===== config.mk =====
export PLATFORM = sky130hd
export DESIGN_NAME = bgi_ram
export DESIGN_NICKNAME = d
export VERILOG_FILES = /design/src/hdl/bgi_ram.sv
export SDC_FILE = /design/constraint.sdc
export NUM_CORES = 2
export LEC_CHECK = 0
export BUFFER_PORTS_ARGS = -buffer_cell sky130_fd_sc_hd__buf_2
export CORE_MARGIN = 3
export CORE_UTILIZATION = 55
export CTS_BUF_LIST = sky130_fd_sc_hd__clkbuf_4
export CTS_CLUSTER_SIZE = 25
export DETAILED_ROUTE_END_ITERATION = 8
export GPL_TIMING_DRIVEN = 0
export PLACE_DENSITY = 0.71
export SLEW_MARGIN = 20
export SYNTH_ARGS = -nofsm -noshare
export SYNTH_HDL_FRONTEND = slang
export SYNTH_SLANG_ARGS = --single-unit

===== constraint.sdc =====
create_clock -name clk -period 9.7 [get_ports clk]
set_clock_uncertainty 0.15 [all_clocks]
set_input_delay 1.455 -clock clk [delete_from_list [all_inputs] [get_ports clk]]
set_output_delay 1.455 -clock clk [all_outputs]
set_load 0.02 [all_outputs]

===== src/hdl/bgi_ram.sv =====
// Generic simple dual-port RAM with registered read.
module bgi_ram #(
  parameter int WIDTH = 32,
  parameter int DEPTH = 64
) (
  input  logic                     clk,
  input  logic                     we,
  input  logic [$clog2(DEPTH)-1:0] waddr,
  input  logic [WIDTH-1:0]         wdata,
  input  logic [$clog2(DEPTH)-1:0] raddr,
  output logic [WIDTH-1:0]         rdata
);

  logic [WIDTH-1:0] mem [DEPTH];

  always_ff @(posedge clk) begin
    if (we) begin
      mem[waddr] <= wdata;
    end
    rdata <= mem[raddr];
  end

endmodule


==> results.md <==
* Status: finished, violations left
* Failing checks: DRC
* Design Area, Final at roughly 91000 um2
* Initial core utilization at 55.5%
* Cell variety after synth at 34
* Crit-path cells: buf_2 > buf_2 > buf_2 > buf_1 > nand3b_1 > o221ai_1 > a21oi_1 > a21oi_1 > nor2_1
* Port Buffers at 69
* Crit. End Element: register
* Post-synthesis compound-gate area fraction at about 1.7%
* GRT overflow at 0
* Max Clock Freq at 211 MHz
* Hold-fix buffer count after cts at 0
* # IOs at roughly 80
* Synth area leaders: edfxtp_1 (78%), mux4_2 (16%), mux2i_1 (1.2%), dfxtp_1 (0.82%), o22ai_1 (0.67%)
* Gate power share at 5.8%
* Buffer depth of the longest clock path at 4
* Top cell type by total area after synthesis: edfxtp_1
* Clock Power Share at 39.5%
* CP delay by family, top: buffers and inverters
* CTS Buf Count at 533
* NumNets Final at 4114
* PwrDens at 200 nW/um2
* CP Launch Type: input pin
* Capturing point of the worst reg2reg path: rdata[18]$_DFF_P_
* Setup TNS at 0 ps
* P_sw at 4.17 mW
* RePlAce Congestion at 0.873
* Fraction of registers with async set/reset at 0%
* Die W at between 300 and 400 um
* Post-synth EDFFs at 2048
* Clock sink count at 2080
* DP Area at about 85000 um2
* Total GRT Usage at 33.0%
* Clk pin slew, worst setup/hold paths at 70 ps
* XOR/XNOR Fraction of Synth Area at 0%
* H-tree depth at 6
* DRC viols at 2
* Routed Antenna Nets at 0
* Clock latency on the worst-skew pair at approximately 1400 ps
* Vias per std cell at ~6.7
* Global-route wire length before repair at 327000 um
* Cells after synthesis at 3324
* Crit-path most repeated cell: buf_2
* R2R cell count at 4
* Setup CP Type: input pin to register
* Commonest cells post-synth: edfxtp_1 (2048), mux4_2 (544), nor2_1 (137), mux2i_1 (93), o22ai_1 (84)
* Die Ht at 384 um
* Worst-path fanout max at 10
* Worst reg2reg startpoint: mem[24][18]$_DFFE_PP_
* Post-Synthesis Cell Area at between 70000 and 80000 um2
* Initial antenna violation count at 12
* Detailed placement HPWL at 154000 um
* Adder-Cell Fraction of Synth Area at 0%
* Hold depth at 1
* WHS Endpoint: mem[22][20]$_DFFE_PP_
* 1st-iter DRT viols at between 7000 and 8000
* Main combinational cell family by area after synthesis: multiplexers
* Synth top area share at between 70% and 80%
* Main synth FF type: edfxtp_1
* Final setup viols at 0
* Worst path depth at 9
* Vias in the first global route at about 42000
* Peak per-stage delay on the critical path at 900 ps
* Row cnt at about 140
* Final hold vios at 0
* Crit share post-route at 49.0%
* Sw Ratio at 22.9%
* Worst hold start: wdata[20]
* Int Power at 14.0 mW
* CP Data Required Time at between 10000 and 15000 ps
* Buffers and inverters on the worst path at 4
* Worst Path Arrival at roughly 5700 ps
* Initial DRT Pass Iterations at 9
* Post-cts resize count at 0
* Maximum VDD drop at 0.000154 V
* Rel. slew slack at about a fifth
* Cell with the most instances after synthesis: edfxtp_1
* RSZ-0062 raised after global routing: false
* CTS tree: yes
* Final slew viol count at 0
* Routed vias at between 40000 and 50000
* Setup bufs post-CTS at 0
* Hold Crit Class: input pin to register
* YS warnings at 0
* Mux cell area share after synthesis at 16.8%
* Worst-margin pin slew at 1210 ps
* Simple-gate area share of the yosys netlist at 1.27%
* CP max stage cell: buf_1
* Register area share after synthesis at 79.1%
* Area Growth Syn to Fin at 16.1%
* Leakage at approximately 29 nW
* Share of the core filled with cells at 64.4%
* #FFs+latches synth at 2080
* Die area at between 100000 and 150000 um2
* Share of layout cells above drive strength 1 at between 30% and 40%
* CTS root buf: clkbuf_4
* Avg WL per Cell at 37.9 um
* Synthesized net count at 3370
* Min Hold Slack at 368 ps
* Max_cap viols at 0
* Min cycle time layout at 4750 ps
* Syn avg cell area at 23.6 um2
* Setup slack, reg-to-reg at roughly 6900 ps
* Core area at 142000 um2
* Largest net degree at the start of global routing at 65
* WL final at between 200000 and 250000 um
* Reg power frac at 54.7%
* Fillcell total at 9226
## routing by layer
layer  routed length [um]  global-route usage, %
met5                   10                      0
met4                12600                   15.5
met3                38300                   11.1
met2               108000                   48.8
met1                79700                   44.8
## registers in the layout, indices dropped and copies added (netlist names)
name	count
rdata	32
mem	2048
## worst register-to-register path: stages (launching register included)
cell and delay [ps]:
edfxtp_1 360, mux4_2 480, mux4_2 590, o22ai_1 790
nor2_1 310
## area by class of cell
| cell class | instances | area, um2 | share of cell area, % |
|---|---|---|---|
| antenna | 12 | 30.0 | 0.0329 |
| buffer | 182 | 901 | 0.988 |
| clock buffer | 749 | 5620 | 6.17 |
| clock inverter | 123 | 692 | 0.759 |
| multi-input combinational | 1062 | 16000 | 17.5 |
| sequential | 2080 | 62100 | 68.2 |
| tap | 1890 | 2360 | 2.59 |
| timing repair buffer | 209 | 3430 | 3.76 |
## through the flow
stage | worst slack, ps | power, mW | std cells
after global routing | 5200 | 18.8 | 6301
after detailed placement | 3970 | 11.2 | 5422
after global placement | 747 | 11.1 | 5283
after CTS | 5360 | 18.2 | 6294
after floorplan | 4940 | 10.7 | 3324
final | 4950 | 18.2 | 6307
## cells in the final DEF (no fill, tap or decap), types with 3 or more instances in the layout
master        n
or3b_2        3
nor2_1       75
a22oi_1      12
mux4_2      544
or3_1         3
o32ai_1       4
a41o_1        4
buf_4        64
and3_1        4
nor2b_1      15
buf_1        20
nand2_1      26
edfxtp_1   2048
clkbuf_2     11
o22ai_1      84
bufinv_16     8
o221ai_1     27
clkbuf_4    749
buf_16       47
clkbuf_1     63
nor3_1        5
inv_2        19
buf_12       80
a311oi_1      8
nand3b_1      5
diode_2      12
mux2i_1      93
clkinv_1     82
buf_6         7
nand2b_1      8
nand3_1       5
a21oi_1      62
dfxtp_1      32
nor2_4       62
clkinv_2     13
buf_2        98
## cells by family after synthesis
| family | count (synthesis) |
|---|---|
| buffers and inverters | 182 |
| DFF | 2080 |
| and+or+nand+nor | 223 |
| muxes | 637 |
| AOI/OAI and AO/OA | 202 |
## power by group through the flow
stage	Sequential, mW	Clock (mW)	Combinational (mW)
2_1_floorplan	10.2	0	0.484
3_3_place_gp	10.2	0	0.978
3_5_place_dp	10.2	0	1.03
4_1_cts	9.97	7.25	1.03
5_1_grt	9.96	7.73	1.08
6_report	9.96	7.20	1.05
## worst max path at each step
| stage | endpoint | start | slack, ps |
|---|---|---|---|
| 2_1_floorplan | mem[48][0]$_DFFE_PP_ | waddr[3] | 4940 |
| 6_report | rdata[19]$_DFF_P_ | raddr[1] | 4950 |
| 3_3_place_gp | mem[48][12]$_DFFE_PP_ | waddr[3] | 750 |
| 5_1_grt | rdata[22]$_DFF_P_ | raddr[1] | 5200 |
| 3_5_place_dp | rdata[19]$_DFF_P_ | raddr[1] | 3970 |
| 4_1_cts | rdata[19]$_DFF_P_ | raddr[1] | 5360 |
No activity file was read; power rests on OpenSTA's default activity.
