## src/hdl/bgi_pkg.sv

```systemverilog
// Shared codes, defaults and state types for the bilinear grid interpolator.
package bgi_pkg;

  // Default sizes handed down from the top level
  localparam int MAX_X_DEF       = 64;
  localparam int MAX_Y_DEF       = 64;
  localparam int VALUE_WIDTH_DEF = 32;

  // Port widths fixed by the item format
  localparam int IN_TDATA_W  = 112;
  localparam int OUT_TDATA_W = 32;
  localparam int CFG_IDX_W   = 2;
  localparam int CFG_DATA_W  = 7;

  // Item kinds carried on in_tuser
  localparam logic [1:0] FN_WR_X    = 2'd0;
  localparam logic [1:0] FN_WR_Y    = 2'd1;
  localparam logic [1:0] FN_WR_GRID = 2'd2;
  localparam logic [1:0] FN_EVAL    = 2'd3;

  // Result status carried on out_tuser
  localparam logic [1:0] ST_OK   = 2'd0;
  localparam logic [1:0] ST_SAT  = 2'd1;
  localparam logic [1:0] ST_ZERO = 2'd2;

  // Configuration register indexes
  localparam logic [CFG_IDX_W-1:0] CFG_X_POINTS = 2'd0;
  localparam logic [CFG_IDX_W-1:0] CFG_Y_POINTS = 2'd1;

  // Segment search sequencer
  typedef enum logic [2:0] {
    SR_IDLE,
    SR_FIRST,
    SR_LAST,
    SR_SCAN,
    SR_LO,
    SR_HI,
    SR_DONE
  } srch_state_t;

  // Top level sequencer
  typedef enum logic [2:0] {
    T_IDLE,
    T_SEARCH,
    T_DIVX,
    T_DIVY,
    T_GRID,
    T_BLEND,
    T_OUT
  } top_state_t;

endpackage

```

## src/hdl/bgi_div.sv

```systemverilog
// Restoring divider for the Q16.16 segment offset, one quotient bit per cycle.
module bgi_div import bgi_pkg::*; #(
  parameter int VW = VALUE_WIDTH_DEF
) (
  input  logic                 clk,
  input  logic                 rst_n,
  input  logic                 start,
  input  logic signed [VW:0]   num,
  input  logic signed [VW:0]   den,
  output logic                 done,
  output logic signed [63-VW:0] t,
  output logic                 sat
);

  localparam int DW = VW + 17;
  localparam int CW = $clog2(DW + 1);
  localparam int TW = 64 - VW;
  localparam logic [63:0] TLIM = 64'd1 << (63 - VW);

  logic          busy_r, fin_r, neg_r;
  logic [CW-1:0] cnt_r;
  logic [DW-1:0] dvd_r;
  logic [VW:0]   rem_r, dsr_r;
  logic [VW:0]   un, ud;
  logic [VW+1:0] trial;
  logic          ge;
  logic [63:0]   q64, qs;

  assign un    = num[VW] ? (VW + 1)'(0) - num : num;
  assign ud    = den[VW] ? (VW + 1)'(0) - den : den;
  assign trial = {rem_r, dvd_r[DW-1]};
  assign ge    = trial >= {1'b0, dsr_r};

  // Control
  always_ff @(posedge clk) begin
    if (!rst_n) begin
      busy_r <= 1'b0;
      fin_r  <= 1'b0;
      cnt_r  <= '0;
    end else begin
      fin_r <= 1'b0;
      if (start) begin
        busy_r <= 1'b1;
        cnt_r  <= CW'(DW);
      end else if (busy_r) begin
        cnt_r <= cnt_r - CW'(1);
        if (cnt_r == CW'(1)) begin
          busy_r <= 1'b0;
          fin_r  <= 1'b1;
        end
      end
    end
  end

  // Shift and subtract
  always_ff @(posedge clk) begin
    if (start) begin
      dvd_r <= {un, 16'd0};
      dsr_r <= ud;
      rem_r <= '0;
      neg_r <= num[VW] != den[VW];
    end else if (busy_r) begin
      rem_r <= ge ? (VW + 1)'(trial - {1'b0, dsr_r}) : trial[VW:0];
      dvd_r <= {dvd_r[DW-2:0], ge};
    end
  end

  // Signed, saturated offset
  assign q64 = 64'(dvd_r);
  always_comb begin
    if (neg_r) begin
      sat = q64 > TLIM;
      qs  = sat ? TLIM : q64;
      t   = TW'(64'd0 - qs);
    end else begin
      sat = q64 > (TLIM - 64'd1);
      qs  = sat ? (TLIM - 64'd1) : q64;
      t   = TW'(qs);
    end
  end

  assign done = fin_r;

endmodule

```

## config.mk

```make
export PLATFORM = sky130hd
export DESIGN_NAME = bgi_div
export DESIGN_NICKNAME = d
export VERILOG_FILES = /design/src/hdl/bgi_pkg.sv /design/src/hdl/bgi_div.sv
export SDC_FILE = /design/constraint.sdc
export NUM_CORES = 1
export LEC_CHECK = 0
export BUFFER_PORTS_ARGS = -buffer_cell sky130_fd_sc_hd__buf_2
export CORE_MARGIN = 2
export CORE_UTILIZATION = 31
export DETAILED_ROUTE_END_ITERATION = 7
export PLACE_DENSITY = 0.53
export SETUP_SLACK_MARGIN = 0.5
export SKIP_LAST_GASP = 1
export SYNTH_ARGS = -nofsm -noshare
export SYNTH_HDL_FRONTEND = slang
export SYNTH_SLANG_ARGS = --single-unit
```

## constraint.sdc

```tcl
create_clock -name clk -period 4.65 [get_ports clk]
set_clock_uncertainty 0.05 [all_clocks]
set_input_delay 0 -clock clk [delete_from_list [all_inputs] [get_ports clk]]
set_output_delay 0 -clock clk [all_outputs]
set_load 0.02 [all_outputs]
```

==> results of run 1 <==
## per-stage QoR
stage	total power, mW	instances	area, um2	utilization (%)	hold WS, ns
floorplan	1.994	1060	9034	-	0.04887
global placement	2.252	1499	9899	34.49	0.1985
detailed placement	2.258	1499	9899	34.49	0.2096
CTS	3.656	1600	11170	38.93	0.005260
global route	3.836	1601	11190	39.00	0.03180
finish	3.625	1601	11190	39.00	0.02043
## registers in the layout, summed over array words and instances, names as in the netlist
| name | cells |
|---|---|
| neg_r | 1 |
| cnt_r | 6 |
| done | 1 |
| busy_r | 1 |
| rem_r | 33 |
| dsr_r | 33 |
| dvd_r | 49 |
## per-layer routing
metal  up-vias  part of all wire, %
li1       4196                    -
met5         -                    0
met4         0                 0.71
met1      3888                   51
met3        10                  4.2
met2       189                   44
## worst min-delay path: stages
cell     delay (ns)
buf_2          0.12
xnor2_1        0.14
a22o_1         0.12
## power by group through the flow
stage	combinational, mW	sequential (mW)	clock, mW
finish	0.952	1.34	1.33
global route	1.06	1.35	1.42
CTS	0.948	1.34	1.37
detailed placement	0.895	1.36	0
global placement	0.890	1.36	0
floorplan	0.659	1.34	0
## what timing repair did
action / in CTS / in global routing
hold endpoints to repair: 75 / 0
resized for setup: 1 / 4
setup buffers: 2 / 1
setup endpoints to repair: 4 / 6
hold buffers: 67 / 0
## cells in the final DEF, fill, tap and decap left out, types with 5 or more instances in the layout
| master | count |
|---|---|
| nor4_1 | 17 |
| o21ai_0 | 70 |
| nor2_1 | 106 |
| buf_2 | 101 |
| or4_1 | 10 |
| xnor2_1 | 71 |
| nand4_1 | 13 |
| o311ai_0 | 8 |
| clkbuf_16 | 17 |
| o22ai_1 | 5 |
| or3_1 | 11 |
| xor2_1 | 21 |
| o31ai_1 | 20 |
| o41ai_1 | 7 |
| nor2b_1 | 5 |
| a21o_1 | 15 |
| a22o_1 | 37 |
| a211oi_1 | 28 |
| buf_4 | 15 |
| nand2_1 | 101 |
| and3_1 | 8 |
| o21a_1 | 13 |
| dfxtp_1 | 56 |
| nand3_1 | 14 |
| edfxtp_1 | 67 |
| mux2i_1 | 26 |
| nand2b_1 | 15 |
| ha_1 | 37 |
| a21oi_1 | 67 |
| o211ai_1 | 7 |
| inv_1 | 50 |
| nor3_1 | 23 |
| dlygate4sd3_1 | 67 |
## worst paths after layout
| kind | slack [ns] | cells past startpoint | endpoint | startpoint |
|---|---|---|---|---|
| min | 0.02 | 3 | dvd_r[44] | num[28] |
| min reg2reg | 0.44 | 2 | rem_r[32] | rem_r[32] |
| max reg2reg | 0.97 | 13 | rem_r[6] | dvd_r[48] |
| max | 0.68 | 14 | t[16] | dvd_r[18] |
## cells by family after synthesis
| logic type | synth area share [%] |
|---|---|
| buffers and inverters | 4.668 |
| AOI/OAI and AO/OA | 24.13 |
| and+or+nand+nor | 18.89 |
| DFF | 34.90 |
| adders and majority gates | 5.485 |
| xor gates and xnor gates | 8.920 |
| muxes | 3.006 |
## final cells by class
class | instances | area, um2 | area share, %
clock buffers | 17 | 425.4 | 3.801
repair buffers | 183 | 1289 | 11.51
inverters | 51 | 191.4 | 1.710
flip-flops and latches | 124 | 3154 | 28.18
clock inverters | 15 | 162.7 | 1.453
well taps | 384 | 480.5 | 4.292
multi-input cells | 827 | 5490 | 49.05
==> metrics.cfg, run 1 <==
[worst_setup_path]
setup.worst_path.start_class=register
worstPathArrival_ns=3.92
critPathMaxFanout=9
critical_path.slowest_cell=or4_4
critical_path_buf_inv_count=3
worstPathCellList=or4_4 > or3_1 > or3_1 > nand3b_4 > a21oi_4 > nand2_1 > ha_2 > inv_2 > buf_4 > a211oi_1 > a21oi_1 > nor2_1 > a21oi_1 > buf_2
path_delay_family=simple AND/OR/NAND/NOR gates
critPathRequiredTime_ns=4.60
critPathKind=register to output port
cpPeakStageDelay_ns=0.55
cp-end-kind=output port

[logic_synthesis]
synth.net_count=1168
netlist_instances=1060
synthFlopType=edfxtp_1
yosys.area.top_type=edfxtp_1
yosysTopAreaCellShare_pct=22.27
syn_area_per_cell_um2=8.522
synth_area_um2=9034
ys_top_cells_by_area=edfxtp_1, dfxtp_1, xnor2_1
ys_seq_area_share_pct=34.90
synth_edf_count=67
synthArstFlopShare_pct=0
synth_cell_types=71
synth.most_common_cell=nor2_1
synthTopCellsByCount=nor2_1, nand2_1, xnor2_1
synth-seq-cells=124
ys.warnings.count=0

[timing]
fin_crit_sh_pct=85.47
fmax_mhz=251.6
relSlewSlack_pct=37.16
fin_setup_tns_ns=0
setup_viol=0
rsz0062_at_grt=false
final_hold_viol_count=0
min_period_ns=3.974
timing.final.ws_setup_ns=0.6759
drv_slew=0
worst_pin_slew_ns=0.9404

[placed_design]
io_buffers=102
place_congestion=0.8567
hpwl_mm=17.54
place_ws_ns=0.8414

[floorplanning]
dieWidth_um=174.7
die_area_um2=30520
initial_core_util_pct=31.47
num_rows=62
ios=103
core_um2=28700
die_h_um=174.7

[job]
max_cap_viol_count=0

[global_routing]
top_usage_layer=met2
grt_max_degree=71
grt_pass1_vias=7942
antenna_found_initial=0
grtUsageMet1_pct=23.53
grt_first_pass_wirelength_mm=40.96
grt.total_usage_pct=16.46
grt-ovfl-total=0
use_met2_pct=25.94
use_met3_pct=2.785

[power_and_ir_drop]
p_leak_nw=4.535
ir_worst_vdd_uv=275.0
pwr-share-seq_pct=37.0
p_sw_mw=1.158
swShare_pct=31.93
pwr-share-clk_pct=36.8
intPower_mw=2.467
p_per_area_nw_per_um2=323.8
comb_power_share_pct=26.3

[clock_network]
clkTransAtPathRegs_ns=0.07
numCtsBuffers=17
cts_root_buf=clkbuf_16
cts_buffer_depth=2
cts_tree=built
clkLatencyLatePin_ns=0.42
cts_sinks=124
htree_num_levels=4

[route]
wl_mm=24.62
drtPass1Iterations=5
drtIter0Drc=633
ant_nets=0
drc=0
viasPerCell=5.174
vias=8283
wl_per_cell_um=15.38

[final_layout]
area_growth_pct=23.91
nets=1312
final_layout_size_suffix_gt1_share_pct=14.46
nFillCells=2937
antennaDiodeCount=0

[status]
status=complete, no violations

[hold_path]
hold_class=input pin to register

Note: power is estimated with default switching activity, not from simulation.
==> inputs of run 2 (changes only) <==
- CORE_ASPECT_RATIO: not set -> 1.75
==> run 2 against run 1 <==
  * Register-to-register slack improved by 0.08 ns
  * Clock-buffer cell count grew 7
  * Largest cell class unchanged
  * Sequential share of layout area shrank 0.16 points
  * Global-route usage up 0.50 points
  * First-iteration DRC count is 37% lower
  * Critical path type unchanged
  * Sequential power about the same
  * Worst setup slack improved by 0.029 ns
  * Maximum frequency increased by 0.74%
==> metrics.cfg, run 2 (synthesis results as in run 1) <==
[global_routing]
antenna_found_initial=1  ; +1
grt_pass1_vias=8276  ; +4.2%
top_usage_layer=met2
grt_first_pass_wirelength_mm=41.00  ; +0.10%
grt.total_usage_pct=16.96  ; +0.50 points
grt_max_degree=82  ; +15%
use_met2_pct=32.85  ; +6.9 points
grtUsageMet1_pct=17.11  ; -6.4 points
grt-ovfl-total=0  ; unchanged
use_met3_pct=2.557  ; -0.23 points

[floorplanning]
dieWidth_um=133.0  ; -24%
num_rows=82  ; +32%
die_area_um2=30580  ; +0.18%
initial_core_util_pct=31.56  ; +0.085 points
die_h_um=229.8  ; +32%
ios=103  ; unchanged
core_um2=28630  ; -0.27%

[placed_design]
numPlacedInstances=1492  ; -0.47%
placed_area_um2=9892  ; about the same
place_congestion=0.9015  ; +5.2%
io_buffers=102  ; unchanged
hpwl_mm=18.77  ; +7.0%

[hold_path]
hold_class=input pin to register
hold_end=dvd_r[44]
min_delay_path_depth=3  ; unchanged
min_from=num[28]

[final_layout]
final_layout_size_suffix_gt1_share_pct=13.71  ; -0.75 points
post-route-util_pct=39.33  ; +0.33 points
nFillCells=2921  ; -0.54%
final_cell_mix=nor2_1, nand2_1, buf_2, dlygate4sd3_1, xnor2_1
area_growth_pct=24.61
regArea_um2=3154  ; unchanged
largest_register_ffs=49  ; unchanged
design_area_um2=11260  ; +0.57%
regMostFlops=dvd_r
multi_input_area_um2=5497  ; +0.11%
nets=1313  ; +0.076%
final_common_cell=nor2_1
reg_top3=dvd_r (49), dsr_r (33), rem_r (33)
finalNonFillerCells=1597  ; -0.25%

[worst_setup_path]
critPathMaxFanout=9  ; unchanged
worstRegToRegCells=12  ; -1
setup.worst_path.start_class=register
critPathRequiredTime_ns=4.60  ; about the same
worstPathArrival_ns=3.90  ; -0.02 ns
cp-end-kind=output port
r2r_end=rem_r[16]
r2r_slack_ns=1.05  ; +0.08 ns
timing.rr.start=dvd_r[48]
critPathKind=register to output port

[power_and_ir_drop]
pwr-share-clk_pct=37.8  ; +1.0 points
swShare_pct=30.02  ; -1.9 points
intPower_mw=2.587  ; +4.9%
ir_worst_vdd_uv=295.6  ; +7.5%
comb_power_share_pct=25.9  ; -0.4 points
pwr-share-seq_pct=36.3  ; -0.7 points
p_sw_mw=1.110  ; -4.1%
p_per_area_nw_per_um2=328.4  ; +1.4%
p_leak_nw=4.567  ; +0.71%

[route]
wl_mm=25.91  ; +5.2%
wl_per_cell_um=16.22  ; +5.5%
viasPerCell=5.262  ; +1.7%
drtIter0Drc=396  ; -37%
drtPass1Iterations=5  ; unchanged
vias=8404  ; +1.5%
ant_nets=0  ; unchanged
drc=0  ; unchanged

[clock_network]
htree_num_levels=4  ; unchanged
clkLatencyLatePin_ns=0.45  ; +0.03 ns
clkTransAtPathRegs_ns=0.06  ; about the same
cts_root_buf=clkbuf_16
cts_tree=built
cts_sinks=124  ; unchanged
cts_buffer_depth=2  ; unchanged
numCtsBuffers=17  ; unchanged
cts_setup_buffers=0  ; -2

[timing]
min_period_ns=3.945  ; -0.02909 ns
fmax_mhz=253.5  ; +0.74%
rsz0062_at_grt=false
relSlewSlack_pct=35.50  ; -1.7 points
worst_pin_slew_ns=0.9611  ; +0.02070 ns
setup_viol=0  ; unchanged
fin_crit_sh_pct=84.84  ; -0.63 points
final_hold_viol_count=0  ; unchanged
fin_setup_tns_ns=0  ; unchanged
drv_slew=0  ; unchanged

[status]
status=complete, no violations

[job]
max_cap_viol_count=0  ; unchanged

==> run 2: worst max-delay path by stage <==
stage | startpoint | end | slack (ns) | depth (start not counted)
after detailed placement | dvd_r[17] | t[28] | 0.85 | 14
after global placement | dvd_r[18] | t[28] | 0.92 | 14
final | dvd_r[17] | t[28] | 0.70 | 14
after CTS | dvd_r[18] | t[28] | 0.56 | 14
after global routing | dvd_r[18] | t[24] | 0.52 | 14
after floorplan | dvd_r[15] | t[22] | 0.88 | 16
==> run 2: per-layer routing <==
layer	routed length [um]	up-vias	share of wire (%)
met5	0	-	0
met4	965	0	3.7
met2	14120	166	55
met1	10070	3983	39
met3	743	44	2.9
li1	-	4211	-
==> run 2: layout make-up <==
class                      count  share of cell area (%)
sequential                   124                   28.02
timing repair buffer         184                   11.74
tap                          378                   4.201
antenna                        1                 0.02223
clock inverter                 8                   1.000
clock buffer                  24                   4.468
inverter                      51                   1.723
multi-input combinational    827                   48.83
==> run 2: timing repair <==
| item | in CTS | in global routing |
|---|---|---|
| hold endpoints to repair | 90 | 0 |
| resized for setup | 2 | 4 |
| setup endpoints to repair | 4 | 9 |
| cloned | 0 | 0 |
| hold buffers | 72 | 0 |
==> run 2: power groups by stage <==
stage,logic (mW),clock network [mW],registers [mW]
finish,0.957,1.40,1.34
global route,1.06,1.47,1.35
CTS,0.964,1.43,1.34
detailed placement,0.906,0,1.36
global placement,0.902,0,1.36
floorplan,0.659,0,1.34
==> run 2: per-stage QoR <==
stage                     setup WS [ns]  power (mW)  hold slack (ns)
after global routing             0.5151       3.882          0.01001
after CTS                        0.5600       3.738         0.002994
final                            0.7050       3.697          0.01226
after detailed placement         0.8481       2.269           0.2046
after floorplan                  0.8819       1.994          0.04887
after global placement           0.9239       2.263           0.1980
==> run 2: worst max-delay path, stage by stage (launching register included) <==
cell      delay (ns)
edfxtp_1        0.45
or4_4           0.53
or3_1           0.39
or3_1           0.37
nand3b_4        0.19
a21oi_4         0.21
nand2_1         0.12
ha_4            0.23
inv_4           0.11
or3_4           0.16
o21ai_1         0.13
nand2_1         0.10
a32oi_1         0.10
o22a_1          0.21
buf_2           0.16
